<file path="src/hdl/pqd_pkg.sv">
// shared types and constants for the process ready queue
package pqd_pkg;

   localparam int QUEUE_DEPTH_DEF = 16;

   typedef enum logic [1:0] {
      OP_ENQUEUE = 2'd0,
      OP_DEQUEUE = 2'd1,
      OP_QUERY   = 2'd2,
      OP_REMOVE  = 2'd3
   } op_type;

   typedef enum logic [1:0] {
      ST_OK      = 2'd0,
      ST_EMPTY   = 2'd1,
      ST_FULL    = 2'd2,
      ST_MISSING = 2'd3
   } st_type;

   typedef enum logic {
      PH_IDLE = 1'b0,
      PH_EXEC = 1'b1
   } phase_type;

   typedef struct packed {
      logic [7:0]  pid;
      logic [15:0] start;
      logic [15:0] size;
   } slot_type;

   // broadcast from the controller to every cell
   typedef struct packed {
      logic capture;
      logic enq;
      logic deq;
      logic rem;
   } cell_ctl_type;

endpackage

</file>
<file path="src/hdl/pqd_cell.sv">
// one queue slot with its id comparator, priority link and shift path
module pqd_cell #(
   parameter int QUEUE_DEPTH = pqd_pkg::QUEUE_DEPTH_DEF,
   parameter int INDEX       = 0,
   localparam int CW         = $clog2(QUEUE_DEPTH + 1)
) (
   input  logic                  clock,
   input  pqd_pkg::cell_ctl_type ctl,
   input  logic [CW-1:0]         count,
   input  logic [7:0]            key_pid,
   input  pqd_pkg::slot_type     new_slot,
   input  pqd_pkg::slot_type     nxt_slot,
   output pqd_pkg::slot_type     slot_out,
   input  logic                  hit_in,
   output logic                  hit_out,
   input  pqd_pkg::slot_type     sel_in,
   output pqd_pkg::slot_type     sel_out
);

   pqd_pkg::slot_type slot_ff, slot_in;
   logic              hit_ff, hit_in_d;
   logic              in_use, first, take, shift, load;

   assign in_use = count > CW'(INDEX);

   // compare against the key while the transaction is taken
   assign hit_in_d = in_use && (slot_ff.pid == key_pid);

   always_ff @(posedge clock) begin
      if (ctl.capture) begin
         hit_ff <= hit_in_d;
      end
   end

   assign hit_out = hit_in | hit_ff;
   assign first   = hit_ff & ~hit_in;
   assign take    = (ctl.deq && (INDEX == 0) && in_use) || (ctl.rem && first);
   assign shift   = (ctl.deq && (count != '0)) || (ctl.rem && hit_out);
   assign load    = ctl.enq && (count == CW'(INDEX));

   always_comb begin
      if (load) begin
         slot_in = new_slot;
      end else if (shift) begin
         slot_in = nxt_slot;
      end else begin
         slot_in = slot_ff;
      end
   end

   always_ff @(posedge clock) begin
      slot_ff <= slot_in;
   end

   assign slot_out = slot_ff;
   assign sel_out  = take ? (sel_in | slot_ff) : sel_in;

endmodule

</file>
<file path="src/hdl/process_ready_queue_with_delete.sv">
// a taken transaction runs in the compare cycle; its result strobe is registered from it
// busy stays high for the compare cycle, so a new transaction is taken only once the last one has executed
// the id compare is registered in every cell, then the priority link and shift run
// across the row of cells in the compare cycle; the receiver cannot stall
// reset (synchronous, active high) empties the queue; slot contents are not cleared
module process_ready_queue_with_delete #(
   parameter int QUEUE_DEPTH = pqd_pkg::QUEUE_DEPTH_DEF,
   localparam int CW         = $clog2(QUEUE_DEPTH + 1)
) (
   input  logic          clock,
   input  logic          reset,
   input  logic          start,
   output logic          busy,
   input  logic [1:0]    req_mode,
   input  logic [7:0]    req_key_pid,
   input  logic [15:0]   req_entry_start,
   input  logic [15:0]   req_entry_size,
   output logic          rsp_valid,
   output logic [1:0]    rsp_status,
   output logic          rsp_found,
   output logic [7:0]    rsp_out_pid,
   output logic [15:0]   rsp_out_start,
   output logic [15:0]   rsp_out_size,
   output logic [CW-1:0] rsp_occupancy
);

   // control state
   pqd_pkg::phase_type phase_ff, phase_in;
   logic [CW-1:0]      count_ff, count_in;
   logic               rsp_valid_ff;

   // captured transaction
   pqd_pkg::op_type    op_ff;
   pqd_pkg::slot_type  new_ff;

   // result registers
   pqd_pkg::st_type    status_ff, status_in;
   logic               found_ff, found_in;
   pqd_pkg::slot_type  out_ff;
   logic [CW-1:0]      occ_ff;

   logic                  accept, exec, full, empty, hit_any;
   pqd_pkg::cell_ctl_type ctl;

   // row of cells: priority link and selected slot ripple from the front
   logic              hit_chain [QUEUE_DEPTH+1];
   pqd_pkg::slot_type sel_chain [QUEUE_DEPTH+1];
   pqd_pkg::slot_type nxt_chain [QUEUE_DEPTH+1];

   assign accept = start && !busy;
   assign full   = count_ff == CW'(QUEUE_DEPTH);
   assign empty  = count_ff == '0;

   // next state
   always_comb begin
      case (phase_ff)
         pqd_pkg::PH_IDLE: phase_in = accept ? pqd_pkg::PH_EXEC : pqd_pkg::PH_IDLE;
         pqd_pkg::PH_EXEC: phase_in = pqd_pkg::PH_IDLE;
         default:          phase_in = pqd_pkg::PH_IDLE;
      endcase
   end

   // state outputs
   always_comb begin
      case (phase_ff)
         pqd_pkg::PH_IDLE: begin
            busy = 1'b0;
            exec = 1'b0;
         end
         pqd_pkg::PH_EXEC: begin
            busy = 1'b1;
            exec = 1'b1;
         end
         default: begin
            busy = 1'b0;
            exec = 1'b0;
         end
      endcase
   end

   always_ff @(posedge clock) begin
      if (reset) begin
         phase_ff <= pqd_pkg::PH_IDLE;
      end else begin
         phase_ff <= phase_in;
      end
   end

   // hold the transaction for the compare cycle
   always_ff @(posedge clock) begin
      if (accept) begin
         op_ff        <= pqd_pkg::op_type'(req_mode);
         new_ff.pid   <= req_key_pid;
         new_ff.start <= req_entry_start;
         new_ff.size  <= req_entry_size;
      end
   end

   // cell controls, only one operation is live in the compare cycle
   always_comb begin
      ctl.capture = accept;
      ctl.enq     = exec && (op_ff == pqd_pkg::OP_ENQUEUE) && !full;
      ctl.deq     = exec && (op_ff == pqd_pkg::OP_DEQUEUE);
      ctl.rem     = exec && (op_ff == pqd_pkg::OP_REMOVE);
   end

   assign hit_chain[0]           = 1'b0;
   assign sel_chain[0]           = '0;
   assign nxt_chain[QUEUE_DEPTH] = '0;

   for (genvar i = 0; i < QUEUE_DEPTH; i++) begin : g_cell
      // each cell hands its slot to the cell in front for the shift
      pqd_cell #(
         .QUEUE_DEPTH (QUEUE_DEPTH),
         .INDEX       (i)
      ) u_cell (
         .clock    (clock),
         .ctl      (ctl),
         .count    (count_ff),
         .key_pid  (req_key_pid),
         .new_slot (new_ff),
         .nxt_slot (nxt_chain[i+1]),
         .slot_out (nxt_chain[i]),
         .hit_in   (hit_chain[i]),
         .hit_out  (hit_chain[i+1]),
         .sel_in   (sel_chain[i]),
         .sel_out  (sel_chain[i+1])
      );
   end

   assign hit_any = hit_chain[QUEUE_DEPTH];

   // result and new count
   always_comb begin
      status_in = pqd_pkg::ST_OK;
      found_in  = 1'b0;
      count_in  = count_ff;
      case (op_ff)
         pqd_pkg::OP_ENQUEUE: begin
            if (full) begin
               status_in = pqd_pkg::ST_FULL;
            end else begin
               count_in = count_ff + CW'(1);
            end
         end
         pqd_pkg::OP_DEQUEUE: begin
            if (empty) begin
               status_in = pqd_pkg::ST_EMPTY;
            end else begin
               count_in = count_ff - CW'(1);
            end
         end
         pqd_pkg::OP_QUERY: begin
            if (hit_any) begin
               found_in = 1'b1;
            end else begin
               status_in = pqd_pkg::ST_MISSING;
            end
         end
         pqd_pkg::OP_REMOVE: begin
            if (hit_any) begin
               found_in = 1'b1;
               count_in = count_ff - CW'(1);
            end else begin
               status_in = pqd_pkg::ST_MISSING;
            end
         end
         default: begin
            status_in = pqd_pkg::ST_OK;
         end
      endcase
   end

   always_ff @(posedge clock) begin
      if (reset) begin
         count_ff     <= '0;
         rsp_valid_ff <= 1'b0;
      end else begin
         rsp_valid_ff <= exec;
         if (exec) begin
            count_ff <= count_in;
         end
      end
   end

   // result payload, one strobe cycle per transaction
   always_ff @(posedge clock) begin
      if (exec) begin
         status_ff <= status_in;
         found_ff  <= found_in;
         out_ff    <= sel_chain[QUEUE_DEPTH];
         occ_ff    <= count_in;
      end
   end

   assign rsp_valid     = rsp_valid_ff;
   assign rsp_status    = status_ff;
   assign rsp_found     = found_ff;
   assign rsp_out_pid   = out_ff.pid;
   assign rsp_out_start = out_ff.start;
   assign rsp_out_size  = out_ff.size;
   assign rsp_occupancy = occ_ff;

`ifndef SYNTHESIS
   a_strobe_after_exec: assert property (@(posedge clock) disable iff (reset)
      rsp_valid |-> $past(exec))
      else $error("result strobe without a compare cycle");

   a_count_bound: assert property (@(posedge clock) disable iff (reset)
      count_ff <= CW'(QUEUE_DEPTH))
      else $error("entry count beyond queue depth");

   a_full_status: assert property (@(posedge clock) disable iff (reset)
      rsp_valid && (rsp_status == pqd_pkg::ST_FULL) |-> rsp_occupancy == CW'(QUEUE_DEPTH))
      else $error("full status with room left");

   a_busy_after_accept: assert property (@(posedge clock) disable iff (reset)
      accept |=> busy)
      else $error("not busy after a transaction was taken");

   a_found_ok: assert property (@(posedge clock) disable iff (reset)
      rsp_valid && rsp_found |-> rsp_status == pqd_pkg::ST_OK)
      else $error("found with an error status");
`endif

endmodule
</file>
<file path="config.mk">
export PLATFORM = sky130hd
export DESIGN_NAME = process_ready_queue_with_delete
export DESIGN_NICKNAME = d
export VERILOG_FILES = /design/src/hdl/pqd_pkg.sv /design/src/hdl/pqd_cell.sv /design/src/hdl/process_ready_queue_with_delete.sv
export SDC_FILE = /design/constraint.sdc
export NUM_CORES = 1
export LEC_CHECK = 0
export BUFFER_PORTS_ARGS = -buffer_cell sky130_fd_sc_hd__buf_2
export CORE_MARGIN = 2
export CORE_UTILIZATION = 45
export CTS_CLUSTER_SIZE = 14
export DETAILED_ROUTE_END_ITERATION = 8
export PLACE_DENSITY = 0.62
export SLEW_MARGIN = 20
export SYNTH_ARGS = -nofsm -noshare
export SYNTH_HDL_FRONTEND = slang
export SYNTH_SLANG_ARGS = --single-unit
</file>
<file path="constraint.sdc">
create_clock -name clock -period 6 [get_ports clock]
set_clock_uncertainty 0.15 [all_clocks]
set_input_delay 0.3 -clock clock [delete_from_list [all_inputs] [get_ports clock]]
set_output_delay 0.3 -clock clock [all_outputs]
set_load 0.005 [all_outputs]
</file>
==> run summary <==
### Die
• 292 um — DIE HEIGHT
• 45.5% — Initial Util
• 0.0821 mm2 — core area
• 0.0853 mm2 — Die ar.
• 105 — placement row count
• 95 — count of boundary I/O pins
• 292 um — die span in x

### GRT
• 28.0% — Total GRT Usage
• 58 — maximum number of pins on one net before global-route repair
• 0 — overflow left after global routing
• 24,700 — vias in the first global route
• 174,000 um — wire length of the first global-routing pass
• 2 — number of antenna violations at the first check in global routing

### Synthesis
• 60.4% — sequential cell area fraction in the yosys report
• 14.4 um2 — Avg Cell Area, Syn
• 2,589 — synthesized instance count
• 2,640 — syn_nets
• sky130_fd_sc_hd__edfxtp_1 — Primary FF master, synth
• 0 — YS warnings
• 0% — fraction of registers with async set/reset
• 746 — EDFF count, synth
• 753 — Yosys reg bits
• 0.0373 mm2 — post-synthesis cell area
• 65 — Cell variety after synth

### Route
• 0 — residual DRC count
• met5 — uppermost layer routed
• 3,483 — detailed router's first-iteration violation count
• 6.60 — vias per inst
• 6 — drt pass-1 iters
• 25,000 — routed via count
• 0 — count of antenna-violating nets left after detailed routing
• 53,900 um — met2 wire len
• 13,500 um — met3 wire length
• 122,000 um — aggregate routed wire length
• 50,100 um — wl on met1
• 32.2 um — average detailed-routed wire length per instance

### Worst setup path
• count_ff[1] — Crit. Startpoint
• 6.13 ns — required time of the critical path
• 26 — biggest fanout along the worst timing path
• count_ff[1] — r2r startpoint
• inv_1 -> ha_1 -> and4bb_2 -> nor3_4 -> buf_4 -> and3_1 -> nand2_2 -> o211ai_1 -> buf_4 — cells along the critical path
• register — element type at the critical path start
• 3 — buffering stage count on the worst path with inverters included
• sky130_fd_sc_hd__dfxtp_1 — standard cell with the maximum stage delay on the critical path
• reg2reg — type of the worst setup path
• 0.62 ns — highest cell delay on the worst timing path
• register — endpoint kind of the worst setup timing path
• simple AND/OR/NAND/NOR gates — largest delay contributor family on the critical path
• 4.86 ns — data arrival time of the critical path
• sky130_fd_sc_hd__buf_4 — Top cell by count, worst path

### Finish
• 0.0225 mm2 — total area of sequential cells
• 6,827 — fill count
• 12.5% — Area Overhead vs Synth
• 2,696 — final layout net count
• 0.0140 mm2 — area taken by multi-input logic gates
• 35.0% — share of layout cells above drive strength 1
• 3,782 — number of standard cells in the layout, taps in and fillers out

### STA
• 4.73 ns — Min Clock Period, post-route
• 0 — count of endpoints failing setup in the final report
• false — RSZ-0062 raised after global routing
• 26.7% — max_slew headroom
• 0 — endpoints failing hold
• 211 MHz — maximum clock frequency
• 0 ns — post-route setup TNS
• 78.9% — ratio of final minimum period to clock period
• 0 — Pins Over Slew Limit
• 1.10 ns — slew at the pin closest to its max-slew limit

### Clock network
• 3 — buffer depth of the longest clock path
• 753 — TritonCTS Sinks
• 0 — Resized Gates After CTS
• 82 — TritonCTS Buffers
• 0.67 ns — clock latency on the worst-skew pair
• sky130_fd_sc_hd__clkbuf_16 — Root Driver
• 3 — htree depth
• 0 — Post-CTS Setup Repair Bufs
• built — CTS tree
• 0.06 ns — clock slew seen by the registers of the worst setup and hold paths

### Power
• 0.0139 uW — leakage component of the power
• 8950 uW — internal power summed over all cells
• 0.000194 V — peak ir drop on the vdd network
• 5.8% — part of the power in combinational logic
• 42.0% — clock network fraction of design power
• 280 mW/mm2 — power density of the placed cells
• 23.9% — switching share of power
• 52.2% — Flop pwr share
• 2810 uW — Sw Pwr

### Place
• 3,594 — total instance count after detailed placement
• 94 — number of input and output port buffers inserted
• 0.912 — final weighted congestion in routability-driven placement
• 73,800 um — estimated wirelength of the detail-placed design

### Outcome
• completed — run status

### Min path
• in2reg — HP Class
• req_key_pid[1] — beginning of the worst hold path

### Run
• 0 — total of max-cap violations

## synthesized netlist by cell type, types with 23 or more instances
cell type                    n  area, um2
sky130_fd_sc_hd__xor2_1     44        385
sky130_fd_sc_hd__o211ai_1   25        188
sky130_fd_sc_hd__buf_2      50        250
sky130_fd_sc_hd__a222oi_1   58        581
sky130_fd_sc_hd__a22oi_1   113        848
sky130_fd_sc_hd__mux2_2    594       6690
sky130_fd_sc_hd__xnor2_1    87        762
sky130_fd_sc_hd__a21oi_1    39        195
sky130_fd_sc_hd__clkbuf_1  132        495
sky130_fd_sc_hd__nand4_1    34        213
sky130_fd_sc_hd__a32oi_1    30        263
sky130_fd_sc_hd__nand2_1    93        349
sky130_fd_sc_hd__and3_1     70        438
sky130_fd_sc_hd__a22o_1     61        534
sky130_fd_sc_hd__buf_1      49        184
sky130_fd_sc_hd__nand3_1    50        250
sky130_fd_sc_hd__nor2_1     23       86.3
sky130_fd_sc_hd__edfxtp_1  746      22400
sky130_fd_sc_hd__o21ai_0    60        300
## cells by family after synthesis
| group | share of synthesized area [%] |
|---|---|
| compound gates | 9.01 |
| fa+ha+maj | 0.201 |
| mux | 18.0 |
| simple gates | 6.46 |
| xor+xnor | 3.07 |
| buf+inv | 2.81 |
| flops | 60.4 |
## power groups by stage
stage               logic (uW)  registers, uW  clock network (uW)
finish                     683           6140                4940
global route               719           6160                5220
CTS                        673           6130                5010
detailed placement         650           6240                   0
global placement           641           6240                   0
floorplan                  430           6150                   0
## cells in the final DEF, fill, tap and decap left out, drive strengths merged, types with 42 or more instances in the layout
master	n
mux2	598
xor2	44
a22o	61
and3	70
xnor2	87
clkinv	42
nand3	55
clkbuf	97
a22oi	113
edfxtp	746
nand2	93
buf	176
o21ai	60
a222oi	58
## flip-flops by register name (all words and copies together) (netlist names)
signal	cells
rsp_status	2
rsp_valid	1
phase_ff	1
rsp_occupancy	5
g_cell.u_cell.hit_ff	16
new_ff	40
g_cell.u_cell.slot_out	640
rsp_out_pid	8
op_ff	2
count_ff	5
rsp_found	1
rsp_out_start	16
rsp_out_size	16
## cell type report
type	instances	area share (%)
Sequential cell	753	53.7
Multi-Input combinational cell	1587	33.4
Clock buffer	97	5.02
Timing Repair Buffer	212	3.49
Tap cell	1070	3.19
Clock inverter	51	1.07
Inverter	9	0.0805
Antenna cell	3	0.0179
## final timing paths
check / end / slack, ns / depth (start not counted)
min: new_ff[33] / 0.03 / 1
max: g_cell[11].u_cell.slot_out[13] / 1.27 / 9
min reg2reg: g_cell[10].u_cell.slot_out[19] / 0.42 / 1
max reg2reg: g_cell[11].u_cell.slot_out[13] / 1.27 / 9
## metal layers
metal	track usage, %	vias to the layer above
li1	-	10400
met1	39.5	12700
met2	41.9	1590
met3	6.77	251
met4	10.7	4
met5	0.567	-
## stage by stage
step	utilization [%]	hold slack, ns	area [um2]	power, uW	worst slack, ns
2_1_floorplan	-	0.217	37300	6580	0.744
3_3_place_gp	47.5	0.326	39000	6880	1.62
3_5_place_dp	47.5	0.328	39000	6890	1.49
4_1_cts	51.1	0.00595	41900	11800	1.42
5_1_grt	51.1	0.0291	42000	12100	1.17
6_report	51.1	0.0266	42000	11800	1.27
## timing repair
action                                 4_1_cts  5_1_grt
endpoints found under the hold margin       42        0
hold buffers                                36        0
setup endpoints to repair                    0        0
Power figures use the tool's default switching activity.
